$ cat src/rtl/ipv4e_pkg.sv
`timescale 1ns / 1ps
// ----------------------------------------------------------------------------
// ipv4e_pkg
// Types, constants and the ones'-complement adder shared by the IPv4 receive
// classifier and its byte parser.
// ----------------------------------------------------------------------------
package ipv4e_pkg;

   localparam logic [7:0]  IP_VER_IHL        = 8'h45;
   localparam logic [7:0]  PROTO_ICMP        = 8'd1;
   localparam logic [7:0]  PROTO_UDP         = 8'd17;
   localparam logic [7:0]  ICMP_ECHO_REQUEST = 8'd8;
   localparam logic [31:0] ADDR_BROADCAST    = 32'hffff_ffff;
   localparam logic [3:0]  MCAST_NIBBLE      = 4'he;
   localparam logic [15:0] SUM_GOOD          = 16'hffff;

   // byte positions in the packet (count saturates at POS_SAT)
   localparam logic [4:0]  POS_HDR_END       = 5'd20;
   localparam logic [4:0]  POS_ICMP_FULL     = 5'd24;
   localparam logic [4:0]  POS_SAT           = 5'd24;

   typedef enum logic [1:0] {
      VERDICT_PASS = 2'd0,
      VERDICT_DROP = 2'd1,
      VERDICT_UDP  = 2'd2,
      VERDICT_ECHO = 2'd3
   } verdict_type;

   typedef struct packed {
      logic [7:0] data_byte;
      logic       last_byte;
   } req_type;

   typedef struct packed {
      verdict_type verdict;
      logic [7:0]  protocol_number;
      logic        is_broadcast;
      logic        is_multicast;
      logic        icmp_checksum_ok;
      logic [31:0] source_address;
      logic [15:0] reply_header_checksum;
      logic [15:0] reply_icmp_checksum;
   } rsp_type;

   // packet state as it stands once the current byte is taken in
   typedef struct packed {
      logic [4:0]  byte_count;
      logic [7:0]  first_byte;
      logic [7:0]  protocol;
      logic [7:0]  icmp_type;
      logic [31:0] source;
      logic [31:0] destination;
      logic [15:0] icmp_sum;
      logic [15:0] header_sum;
      logic [15:0] reply_icmp_sum;
   } snapshot_type;

   function automatic logic [15:0] oc_add(input logic [15:0] a, input logic [15:0] b);
      logic [16:0] t;
      t = {1'b0, a} + {1'b0, b};
      return t[15:0] + {15'd0, t[16]};
   endfunction

endpackage

$ cat src/rtl/ipv4e_parser.sv
`timescale 1ns / 1ps
// ----------------------------------------------------------------------------
// ipv4e_parser
// Per-byte header capture and running ones'-complement sums; presents the
// updated packet state for the byte being accepted.
// ----------------------------------------------------------------------------
module ipv4e_parser (
   input  logic                    clock,
   input  logic                    reset,
   input  logic                    accept,
   input  ipv4e_pkg::req_type      req,
   output ipv4e_pkg::snapshot_type snap
);
   import ipv4e_pkg::*;

   localparam logic [4:0] POS_FIRST    = 5'd0;
   localparam logic [4:0] POS_PROTO    = 5'd9;
   localparam logic [4:0] POS_SRC_LO   = 5'd12;
   localparam logic [4:0] POS_SRC_HI   = 5'd15;
   localparam logic [4:0] POS_DST_LO   = 5'd16;
   localparam logic [4:0] POS_DST_HI   = 5'd19;
   localparam logic [4:0] POS_HDR_MID  = 5'd8;
   localparam logic [4:0] POS_SRC_W1   = 5'd14;
   localparam logic [4:0] POS_ICMP_CS  = 5'd22;

   logic [4:0]  count_ff, count_in;
   logic        odd_ff, odd_in;
   logic [7:0]  held_ff, held_in;
   logic [7:0]  first_ff, first_in;
   logic [7:0]  proto_ff, proto_in;
   logic [7:0]  type_ff, type_in;
   logic [31:0] src_ff, src_in;
   logic [31:0] dst_ff, dst_in;
   logic [15:0] icmp_ff, icmp_in;
   logic [15:0] hdr_ff, hdr_in;
   logic [15:0] ricmp_ff, ricmp_in;

   logic [15:0] word;
   logic [4:0]  hi_pos;
   logic        do_add;
   logic [7:0]  b;

   assign b = req.data_byte;

   always_comb begin
      // the high byte of a word is held; a lone final byte pads with zero
      word     = odd_ff ? {held_ff, b} : {b, 8'h00};
      hi_pos   = odd_ff ? (count_ff - 5'd1) : count_ff;
      do_add   = odd_ff | req.last_byte;

      odd_in   = ~odd_ff;
      held_in  = odd_ff ? held_ff : b;
      count_in = (count_ff < POS_SAT) ? (count_ff + 5'd1) : POS_SAT;

      first_in = (count_ff == POS_FIRST) ? b : first_ff;
      proto_in = (count_ff == POS_PROTO) ? b : proto_ff;
      type_in  = (count_ff == POS_HDR_END) ? b : type_ff;
      src_in   = (count_ff >= POS_SRC_LO && count_ff <= POS_SRC_HI) ?
                 {src_ff[23:0], b} : src_ff;
      dst_in   = (count_ff >= POS_DST_LO && count_ff <= POS_DST_HI) ?
                 {dst_ff[23:0], b} : dst_ff;

      hdr_in   = hdr_ff;
      icmp_in  = icmp_ff;
      ricmp_in = ricmp_ff;
      if (do_add) begin
         priority if (hi_pos < POS_HDR_END) begin
            // reply header: leave out the checksum field and the destination address
            if (hi_pos <= POS_HDR_MID || hi_pos == POS_SRC_LO || hi_pos == POS_SRC_W1) begin
               hdr_in = oc_add(hdr_ff, word);
            end
         end else if (hi_pos == POS_HDR_END) begin
            // reply type is zero: keep only the code byte
            icmp_in  = oc_add(icmp_ff, word);
            ricmp_in = oc_add(ricmp_ff, {8'h00, word[7:0]});
         end else if (hi_pos == POS_ICMP_CS) begin
            icmp_in  = oc_add(icmp_ff, word);
         end else begin
            icmp_in  = oc_add(icmp_ff, word);
            ricmp_in = oc_add(ricmp_ff, word);
         end
      end
   end

   always_comb begin
      snap.byte_count     = count_in;
      snap.first_byte     = first_in;
      snap.protocol       = proto_in;
      snap.icmp_type      = type_in;
      snap.source         = src_in;
      snap.destination    = dst_in;
      snap.icmp_sum       = icmp_in;
      snap.header_sum     = hdr_in;
      snap.reply_icmp_sum = ricmp_in;
   end

   always_ff @(posedge clock) begin
      if (reset || (accept && req.last_byte)) begin
         count_ff <= '0;
         odd_ff   <= 1'b0;
         held_ff  <= '0;
         first_ff <= '0;
         proto_ff <= '0;
         type_ff  <= '0;
         src_ff   <= '0;
         dst_ff   <= '0;
         icmp_ff  <= '0;
         hdr_ff   <= '0;
         ricmp_ff <= '0;
      end else if (accept) begin
         count_ff <= count_in;
         odd_ff   <= odd_in;
         held_ff  <= held_in;
         first_ff <= first_in;
         proto_ff <= proto_in;
         type_ff  <= type_in;
         src_ff   <= src_in;
         dst_ff   <= dst_in;
         icmp_ff  <= icmp_in;
         hdr_ff   <= hdr_in;
         ricmp_ff <= ricmp_in;
      end
   end

`ifndef SYNTHESIS
   a_count_sat: assert property (@(posedge clock) disable iff (reset)
      count_ff <= POS_SAT)
      else $error("byte count beyond saturation");
   a_clear_after_last: assert property (@(posedge clock) disable iff (reset)
      accept && req.last_byte |=> count_ff == '0 && !odd_ff)
      else $error("packet state not cleared after final byte");
   a_odd_parity: assert property (@(posedge clock) disable iff (reset)
      count_ff < POS_SAT |-> odd_ff == count_ff[0])
      else $error("word parity out of step with byte count");
`endif

endmodule

$ cat src/rtl/ipv4_icmp_echo_receiver.sv
`timescale 1ns / 1ps
// ----------------------------------------------------------------------------
// ipv4_icmp_echo_receiver
// IPv4 receive classifier with ICMP echo reply checksum generation.
// ----------------------------------------------------------------------------
// Usage:
//   req_*  : one packet byte per request, wire order from the IPv4 header,
//            req.last_byte set on the final byte of the packet.
//   rsp_*  : one verdict per packet, produced from the final byte.
//   csr_*  : write of the local interface address; always ready, and to be
//            written only while no packet is in flight.
// Throughput: one byte per cycle while no response is stalled. Each
//   completed word costs one end-around-carry add per running sum that it
//   feeds in the parser; the final byte adds the folded local address into
//   the reply header sum in the same cycle. The result is in the response
//   register in the cycle after the final byte is accepted.
// Reset clears the packet state, the local address and the response valid
//   flag. While a response waits with rsp_ready low, req_ready drops,
//   so no byte is taken until that response is delivered; a response taken
//   in the same cycle frees the register at once.
// ----------------------------------------------------------------------------
module ipv4_icmp_echo_receiver (
   input  logic               clock,
   input  logic               reset,
   input  logic               req_valid,
   output logic               req_ready,
   input  ipv4e_pkg::req_type req,
   output logic               rsp_valid,
   input  logic               rsp_ready,
   output ipv4e_pkg::rsp_type rsp,
   input  logic               csr_valid,
   output logic               csr_ready,
   input  logic [31:0]        csr_data
);
   import ipv4e_pkg::*;

   logic         accept;
   logic         finish;
   snapshot_type snap;

   logic [15:0]  local_sum_ff, local_sum_in;
   logic         rsp_valid_ff, rsp_valid_in;
   rsp_type      rsp_ff, rsp_in;

   logic         bc, mc, ok, short_pkt;
   logic [15:0]  hsum;
   verdict_type  verdict;

   assign req_ready = !rsp_valid_ff || rsp_ready;
   assign accept    = req_valid && req_ready;
   assign finish    = accept && req.last_byte;
   assign csr_ready = 1'b1;

   ipv4e_parser u_parser (
      .clock  (clock),
      .reset  (reset),
      .accept (accept),
      .req    (req),
      .snap   (snap)
   );

   // hold the address pre-folded; zero only when the address is zero
   assign local_sum_in = oc_add(csr_data[31:16], csr_data[15:0]);

   always_comb begin
      bc        = snap.destination == ADDR_BROADCAST;
      mc        = snap.destination[31:28] == MCAST_NIBBLE;
      ok        = snap.icmp_sum == SUM_GOOD;
      short_pkt = snap.byte_count < POS_HDR_END;
      hsum      = oc_add(snap.header_sum, local_sum_ff);

      verdict = VERDICT_PASS;
      if (snap.first_byte == IP_VER_IHL) begin
         priority if (snap.protocol == PROTO_UDP) begin
            verdict = VERDICT_UDP;
         end else if (snap.protocol == PROTO_ICMP) begin
            priority if (local_sum_ff == '0 || mc || !ok) begin
               verdict = VERDICT_PASS;
            end else if (snap.byte_count < POS_ICMP_FULL) begin
               verdict = VERDICT_DROP;
            end else if (snap.icmp_type == ICMP_ECHO_REQUEST) begin
               verdict = VERDICT_ECHO;
            end else begin
               verdict = VERDICT_PASS;
            end
         end else begin
            verdict = VERDICT_PASS;
         end
      end

      if (short_pkt) begin
         rsp_in = '0;
         rsp_in.verdict = VERDICT_DROP;
      end else begin
         rsp_in.verdict               = verdict;
         rsp_in.protocol_number       = snap.protocol;
         rsp_in.is_broadcast          = bc;
         rsp_in.is_multicast          = mc;
         rsp_in.icmp_checksum_ok      = ok;
         rsp_in.source_address        = snap.source;
         rsp_in.reply_header_checksum = ~hsum;
         rsp_in.reply_icmp_checksum   = ~snap.reply_icmp_sum;
      end
   end

   always_comb begin
      priority if (finish) begin
         rsp_valid_in = 1'b1;
      end else if (rsp_ready) begin
         rsp_valid_in = 1'b0;
      end else begin
         rsp_valid_in = rsp_valid_ff;
      end
   end

   always_ff @(posedge clock) begin
      if (reset) begin
         rsp_valid_ff <= 1'b0;
         local_sum_ff <= '0;
      end else begin
         rsp_valid_ff <= rsp_valid_in;
         if (csr_valid && csr_ready) begin
            local_sum_ff <= local_sum_in;
         end
      end
   end

   always_ff @(posedge clock) begin
      if (finish) begin
         rsp_ff <= rsp_in;
      end
   end

   assign rsp_valid = rsp_valid_ff;
   assign rsp       = rsp_ff;

`ifndef SYNTHESIS
   a_rsp_from_last: assert property (@(posedge clock) disable iff (reset)
      $rose(rsp_valid_ff) |-> $past(req_valid && req_ready && req.last_byte))
      else $error("response raised without a final byte");
   a_no_overwrite: assert property (@(posedge clock) disable iff (reset)
      rsp_valid_ff && !rsp_ready |-> !accept)
      else $error("request taken while response stalled");
   a_echo_consistent: assert property (@(posedge clock) disable iff (reset)
      rsp_valid_ff && rsp_ff.verdict == VERDICT_ECHO |->
         rsp_ff.protocol_number == PROTO_ICMP && !rsp_ff.is_multicast &&
         rsp_ff.icmp_checksum_ok)
      else $error("echo verdict on a packet that does not qualify");
   a_reset_empty: assert property (@(posedge clock)
      reset |=> !rsp_valid_ff)
      else $error("response valid straight after reset");
`endif

endmodule

$ cat config.mk
export PLATFORM = sky130hd
export DESIGN_NAME = ipv4_icmp_echo_receiver
export DESIGN_NICKNAME = d
export VERILOG_FILES = /design/src/rtl/ipv4e_pkg.sv /design/src/rtl/ipv4e_parser.sv /design/src/rtl/ipv4_icmp_echo_receiver.sv
export SDC_FILE = /design/constraint.sdc
export NUM_CORES = 1
export LEC_CHECK = 0
export ABC_AREA = 1
export BUFFER_PORTS_ARGS = -buffer_cell sky130_fd_sc_hd__clkbuf_2
export CORE_MARGIN = 2
export CORE_UTILIZATION = 39
export CTS_CLUSTER_DIAMETER = 30
export DETAILED_ROUTE_END_ITERATION = 10
export GPL_ROUTABILITY_DRIVEN = 1
export SYNTH_ARGS = -nofsm -noshare
export SYNTH_HDL_FRONTEND = slang
export SYNTH_SLANG_ARGS = --single-unit
$ cat constraint.sdc
create_clock -name clock -period 18.1 [get_ports clock]
set_input_delay 2.715 -clock clock [delete_from_list [all_inputs] [get_ports clock]]
set_output_delay 2.715 -clock clock [all_outputs]
set_load 0.02 [all_outputs]
## Word level (Yosys, flattened, before mapping)

Index checks and enable logic that the tools add are counted.

- Output and inout port bits: 80
- Logic and storage cells: 105
- Bits in latches: 0
- Bits in writable memories: 0
- Memory bits (read-only): 0
- Input bits: 46
- Memories: 0
- Bits in registers: 244

- Multiply operators: 0
- Bitwise gates (word level): 5
- Reductions and logical operators: 17
- Eq/ne operators: 13
- Div/mod/pow operators: 0
- Shift-type cells: 0
- Magnitude comparators: 9
- Add/sub/neg operators: 14
- Mux-type cells: 25

Operators with widths:

| operator | count |
|---|---|
| 16-bit 2-to-1 mux | 10 |
| 16-bit by 1-bit adder with 16-bit output | 6 |
| 16-bit by 16-bit adder with 17-bit output | 5 |
| 32-bit 2-to-1 mux | 2 |
| 32-bit equality test, second input constant | 1 |
| 16-bit NOT | 2 |
| 8-bit 2-to-1 mux | 3 |
| 5-bit < comparator, second input constant | 4 |
| 16-bit by 8-bit adder with 17-bit output | 1 |
| 16-bit equality test, second input constant | 1 |
| 16-bit logical NOT | 1 |
| 5-bit by 4-bit equality test with 1-bit output, second input constant | 3 |
| 5-bit equality test, second input constant | 3 |
| 5-bit by 4-bit less-or-equal comparator with 1-bit output, second input constant | 2 |
| 2-bit 2-to-1 mux | 5 |
| 5-bit 2-to-1 mux | 2 |
| 8-bit by 1-bit equality test with 1-bit output, second input constant | 1 |
| 8-bit by 4-bit equality test with 1-bit output, second input constant | 1 |
| 8-bit by 5-bit equality test with 1-bit output, second input constant | 1 |
| 8-bit by 7-bit equality test with 1-bit output, second input constant | 1 |
| 1-bit logical OR | 6 |
| 5-bit by 1-bit adder with 5-bit output, second input constant | 1 |
| 5-bit by 4-bit greater-or-equal comparator with 1-bit output, second input constant | 1 |
| 5-bit greater-or-equal comparator, second input constant | 1 |
| other kinds (12) | 19 |

## Longest topological paths before layout

Gate-level depths: netlist (run 1).

- Word-level depth: 12
- Depth in mapped cells: 54
- Depth with buffers taken out: 52

## By module

From an unflattened synthesis (run 1), not the netlist that was laid out.

- Cell total of the unflattened synthesis: 3049
- Area total of the unflattened synthesis: 19142.1 µm²

By module, submodules not included:

| module | cells an instance | times used | area an instance (µm²) | seq. area each (µm²) |
|---|---|---|---|---|
| ipv4e_parser | 2187 | 1 | 12713.4 | 3002.9 |
| ipv4_icmp_echo_receiver | 862 | 1 | 6428.7 | 2652.5 |

## Least setup slack after synthesis (run 1)

Ideal clock, no wire load.

- Path kind: input -> register
- Start point: in req[1] in the netlist's numbering
- End point: reg rsp_ff, in the netlist rsp[31], data pin
- Setup time: 255 ps
- Stages: 50
- Data required time: 17845 ps
- Path slack: 9784 ps
- Buffers on the path: 0
- Arrival time: 8062 ps
- Path through: nand2_1 inv_1 ha_1 ha_1 inv_1 nand2_1 nand3_1 a31oi_1 nand2_1 nand2_1 a21o_1 nand4_1 nand3b_1 ha_1 nand3_1 nor2_1 inv_1 nor2_1 (+14 left out) nand2_1 a21oi_1 a21oi_1 o21bai_1 ha_1 nand2_1 nor2_1 nand3_1 nor2_1 inv_1 nor2_1 nand2_1 nor2_1 nand4_1 nor2_1 nand3_1 nand2_1 nor2_1

RTL lines:

| what | RTL line | source |
|---|---|---|
| start, declared | ipv4_icmp_echo_receiver.sv:27 | `input ipv4e_pkg::req_type req,` |
| end signal, assigned | ipv4_icmp_echo_receiver.sv:130 | `rsp_ff <= rsp_in;` |
| end, declared | ipv4_icmp_echo_receiver.sv:43 | `rsp_type rsp_ff, rsp_in;` |

==> impl_metrics.toml, run 1 <==
[power]
irDropWorstVdd_mv = 0.0753
p_leak_nw = 10.5
power_density_nw_per_um2 = 97.7

[worst_setup_path]
slowest_delay_ns = 0.35
path_max_fanout = 6
setup.worst_path.start_class = "input port"
r2r_end = "rsp[31]"
timing.rr.start = "u_parser.odd_ff"
cpMaxStageDelayCell = "ha_1"
cp_data_required_time_ns = 18.43
r2r_slack_ns = 10.60
cp_common_cell = "nand2_1"
crit_arrival_ns = 9.40
ff2ff_path_depth = 51
end_kind = "flop"
crit_type = "in2reg"

[run]
maxCapViolations = 0

[sta]
slew-limit-headroom = 0.287
tightest_slew_ns = 1.07
period_share = 0.501
fin_crit_ns = 9.07
drv_slew = 0
max_freq_mhz = 110
tns_ns = 0
rsz0062_at_grt = "false"
final-setup-viol-count = 0
skew_ns = 0.0328
hold_violations = 0

[detailed_routing]
vias_per_cell = 5.12
wl_per_cell_um = 16.0
antenna_left = 0
top_layer_used = "met4"
wl_met3_um = 2850
routed_wl_um = 54700
m1WireLength_um = 24900
route.met2.wl_um = 24700
first_iter_violations = 1410
drcViolationCount = 0
drtPass1Iterations = 6
vias = 17500

[synth]
ys_seq_area_frac = 0.325
synth_area_leaders = "dfxtp_1, edfxtp_1, nand2_1, inv_1, nor2_1"
syn_nets = 2805
syn_avg_cell_area_um2 = 6.51
syn_inst = 2674
ys_types = 53
ys_async_sr_fraction = 0
synth_edf_count = 77
synth_seq_cells = 244
synth_area_leader_cell = "dfxtp_1"
synth_ff_type = "dfxtp_1"
netlist.area_leader.share = 0.192
syn_area_um2 = 17400
synth_most_common_cell = "nand2_1"
synthTopCellsByCount = "nand2_1, inv_1, nor2_1"
synth-warning-count = 0

[finish]
multi_input_area_um2 = 9800
final_cells = 3414
fillers = 4554
drive_gt1_frac = 0.104
diodes = 0
seq_area_um2 = 5660
area_growth_pct = 17.4
fin_nets = 2908

[global_route]
grt_usage = 0.232
grt_pass1_wl_um = 85800
antenna_found_initial = 1
grt_max_degree = 106
grt_pass1_vias = 16200
gr-total-overflow = 0

[die]
die_w_um = 215
dieHeight_um = 215
start_util = 0.395
rows = 77
io_pins = 126
core_area_um2 = 44100
die_area_um2 = 46400

[min_path]
hold_path.class = "reg2reg"
hold_end = "u_parser.held_ff[3]"
hold_start = "u_parser.held_ff[3]"
whs_path_depth = 2

[place]
dp.cells = 3314
routabilityCongestion = 0.994
dp_hpwl_um = 41400
io_buffers = 124

[clock_network]
clock-sinks = 244
cts_buffer_depth = 3
cts_max_level = 2
clock_latency_ns = 0.59
cts_tree = "built"
numCtsBuffers = 53
postCtsHoldBufs = 0
cts_resized = 0
cts_setup_buffers = 0
clk_pin_slew_ns = 0.05
cts_root_buf = "clkbuf_16"

[run_status]
status = "finished, final reports clean"
==> registers in the layout, indices dropped and copies added, names as in the netlist <==
| signal | cells |
|---|---|
| rsp | 77 |
| u_parser.type_ff | 8 |
| u_parser.dst_ff | 32 |
| u_parser.odd_ff | 1 |
| u_parser.count_ff | 5 |
| u_parser.hdr_ff | 16 |
| rsp_valid | 1 |
| u_parser.proto_ff | 8 |
| u_parser.src_ff | 32 |
| u_parser.held_ff | 8 |
| u_parser.first_ff | 8 |
| u_parser.icmp_ff | 16 |
| local_sum_ff | 16 |
| u_parser.ricmp_ff | 16 |
==> power breakdown <==
part           total, mW  leakage [nW]  internal, mW  switching [mW]
Combinational      0.383          7.42         0.121           0.261
Sequential         0.618          2.12         0.595          0.0234
Clock              0.996         0.920         0.634           0.361
==> layer usage <==
layer,up-vias,track usage
met5,-,0
met3,104,0.0283
met4,0,0.0972
met1,7914,0.308
li1,8919,-
met2,547,0.379
==> worst max-delay path: cells and delay by family <==
family / cells / cell delay [ns]
simple gates: 32 / 3.53
compound gates: 9 / 1.57
fa+ha+maj: 5 / 1.07
buf+inv: 5 / 0.51
==> worst max path at each step <==
stage | end | startpoint | slack (ns)
final | rsp[31] | req[1] | 9.03
after global routing | rsp[31] | req[1] | 8.07
after CTS | rsp[31] | req[1] | 9.03
after detailed placement | rsp[31] | req[1] | 8.44
after global placement | rsp[31] | req[2] | 8.62
after floorplan | rsp[31] | req[1] | 9.78
==> stage by stage <==
step | setup slack (ns) | util | instance area (um2) | power, mW | hold slack (ns)
after floorplan | 9.78 | - | 17400 | 0.902 | 0.441
after global placement | 8.62 | 0.421 | 18600 | 1.01 | 0.450
after detailed placement | 8.44 | 0.421 | 18600 | 1.01 | 0.457
after CTS | 9.03 | 0.463 | 20400 | 2.01 | 0.464
after global routing | 8.07 | 0.463 | 20400 | 2.09 | 0.480
final | 9.03 | 0.463 | 20400 | 2.00 | 0.466
==> cell usage in the layout, fill, tap and decap left out, types with 7 or more instances in the layout <==
cell type	n
nor3_1	28
o21ai_1	10
nand4_1	39
nand3_1	158
or2_2	7
nor2_2	10
dfxtp_1	167
nor2_1	317
ha_1	83
clkbuf_2	124
a21oi_1	201
nor4_1	13
clkinv_2	7
buf_4	14
inv_1	419
clkbuf_16	55
o21bai_1	12
nand2_2	12
xor2_1	39
inv_2	11
o211ai_1	66
o21ai_0	215
a21o_1	8
inv_6	9
clkinv_4	7
edfxtp_1	77
xnor2_1	20
nand2_1	611
==> area by class of cell <==
type                    count  share of cell area
inverters                 434              0.0799
repair buffers            138              0.0355
flip-flops and latches    244               0.277
clock inverters            39              0.0217
clock buffers              61              0.0709
well taps                 592              0.0362
multi-input cells        1906               0.479
==> logic make-up after synthesis <==
group / Yosys count / share of synthesized area
simple gates: 1212 / 0.291
other cells: 1 / 0.000215
fa+ha+maj: 85 / 0.0619
flops: 244 / 0.325
mux: 5 / 0.00287
buf+inv: 524 / 0.115
xor+xnor: 63 / 0.0334
compound gates: 540 / 0.172
Note: power is estimated with default switching activity, not from simulation.
==> inputs of run 2 (changes only) <==
- clock period: 18.1 -> 7.4 ns (I/O delays scaled with it)
==> run 2 against run 1 <==
Final cell count rose by 0.85%. Design area grew 0.99%. Sequential share of layout area fell by 0.27 points. Critical endpoint unchanged.
==> impl_metrics.toml, run 2 (synthesized netlist as in run 1, its figures left out) <==
[worst_setup_path]
timing.rr.start = "u_parser.odd_ff"
r2r_end = "rsp[31]"
path_max_fanout = 3
slowest_delay_ns = 0.31
cp_data_required_time_ns = 7.72
end_kind = "flop"
crit_type = "in2reg"
setup.worst_path.start_class = "input port"
crit_arrival_ns = 7.13
cpMaxStageDelayCell = "ha_1"
r2r_slack_ns = 0.76
cp_common_cell = "nand2_1"
ff2ff_path_depth = 48

[clock_network]
clk_pin_slew_ns = 0.05
clock-sinks = 244
cts_buffer_depth = 3
numCtsBuffers = 52
postCtsHoldBufs = 0
cts_max_level = 2
cts_tree = "built"
cts_root_buf = "clkbuf_16"
clock_latency_ns = 0.57

[finish]
fillers = 4542
final_common_cell = "nand2_1"
area_growth_pct = 18.6
fin_nets = 2939
largest_reg_flops = 77
layout_common_cells = "nand2_1, inv_1, nor2_1"
drive_gt1_frac = 0.116
diodes = 0

[sta]
tightest_slew_ns = 1.03
hold_violations = 0
drv_slew = 0
max_freq_mhz = 147
hold_slack_ns = 0.467
fin_crit_ns = 6.81
period_share = 0.920
slew-limit-headroom = 0.308
skew_ns = 0.0247
final-setup-viol-count = 0

[global_route]
grt_pass1_wl_um = 86700
antenna_found_initial = 1
grt_max_degree = 97
gr-total-overflow = 0
grt_usage = 0.233
grt_pass1_vias = 16400

[power]
p_leak_nw = 10.6
finalPower_mw = 4.87
power_density_nw_per_um2 = 236
irDropWorstVdd_mv = 0.183

[die]
die_w_um = 215
core_area_um2 = 44100
rows = 77
die_area_um2 = 46400
start_util = 0.395
io_pins = 126
dieHeight_um = 215

[min_path]
whs_path_depth = 2
hold_start = "u_parser.held_ff[7]"
hold_end = "u_parser.held_ff[7]"
hold_path.class = "reg2reg"

[detailed_routing]
wl_per_cell_um = 16.1
drtPass1Iterations = 6
drcViolationCount = 0
routed_wl_um = 55500
first_iter_violations = 1620
antenna_left = 0
vias = 17700
vias_per_cell = 5.15

[place]
dp_hpwl_um = 41900
io_buffers = 124
routabilityCongestion = 0.964

[run_status]
status = "finished, final reports clean"

[run]
maxCapViolations = 0
run 2: changes by cell type in the layout (fill, tap and decap cells not counted), moves of 2 or more:
cell,change
buf_4,+32
bufinv_16,+3
clkbuf_16,-2
clkbuf_8,-4
clkinv_16,-3
clkinv_2,-3
clkinvlp_4,+2
inv_4,-2
inv_6,+3
inv_8,-2
nor2_1,-5
nor2_2,+5
run 2: how the worst max path moves through the flow:
stage / start / endpoint / cells past startpoint
5_1_grt: req[2] / rsp[31] / 53
3_3_place_gp: req[2] / rsp[31] / 53
3_5_place_dp: req[1] / rsp[31] / 51
2_1_floorplan: u_parser.odd_ff / rsp[31] / 54
6_report: req[1] / rsp[31] / 51
4_1_cts: req[1] / rsp[31] / 51
run 2: metrics by stage:
step / area, um2 / TNS (ns) / utilization / std cells / setup WS, ns
6_report: 20600 / 0 / 0.468 / 3443 / 0.589
5_1_grt: 20600 / -0.0546 / 0.468 / 3443 / -0.0404
4_1_cts: 20600 / 0 / 0.467 / 3440 / 0.529
3_5_place_dp: 18800 / -0.0416 / 0.425 / 3343 / -0.0416
3_3_place_gp: 18800 / 0 / 0.425 / 3343 / 0.132
2_1_floorplan: 17400 / 0 / - / 2674 / 0.670
run 2: what timing repair did:
action	4_1_cts	5_1_grt
gates resized for setup	0	12
setup buffers	0	3
setup endpoints to repair	0	7
run 2: worst max-delay path, delay by kind of cell:
family,cells,cell delay (ns)
compound gates,9,1.29
fa+ha+maj,5,0.99
buf+inv,5,0.40
simple gates,32,3.35
run 2: area by class of cell:
cell class,count,area [um2],area share
Multi-Input combinational cell,1906,9840,0.476
Tap cell,592,741,0.0359
Inverter,434,1630,0.0791
Clock buffer,56,1350,0.0653
Clock inverter,41,468,0.0227
Timing Repair Buffer,170,966,0.0468
Sequential cell,244,5660,0.274
run 2: report_power, final:
group / switching (mW) / total, mW / leakage [nW] / internal (mW)
clock: 0.831 / 2.39 / 0.874 / 1.55
combinational: 0.653 / 0.967 / 7.59 / 0.314
sequential: 0.0597 / 1.52 / 2.12 / 1.46
run 2: per-layer routing:
metal,GRT usage,up-vias,routed length [um]
met5,0,-,0
met4,0.0733,0,1500
met3,0.0290,90,3150
met2,0.384,525,25600
met1,0.317,8117,25300
li1,-,9013,-
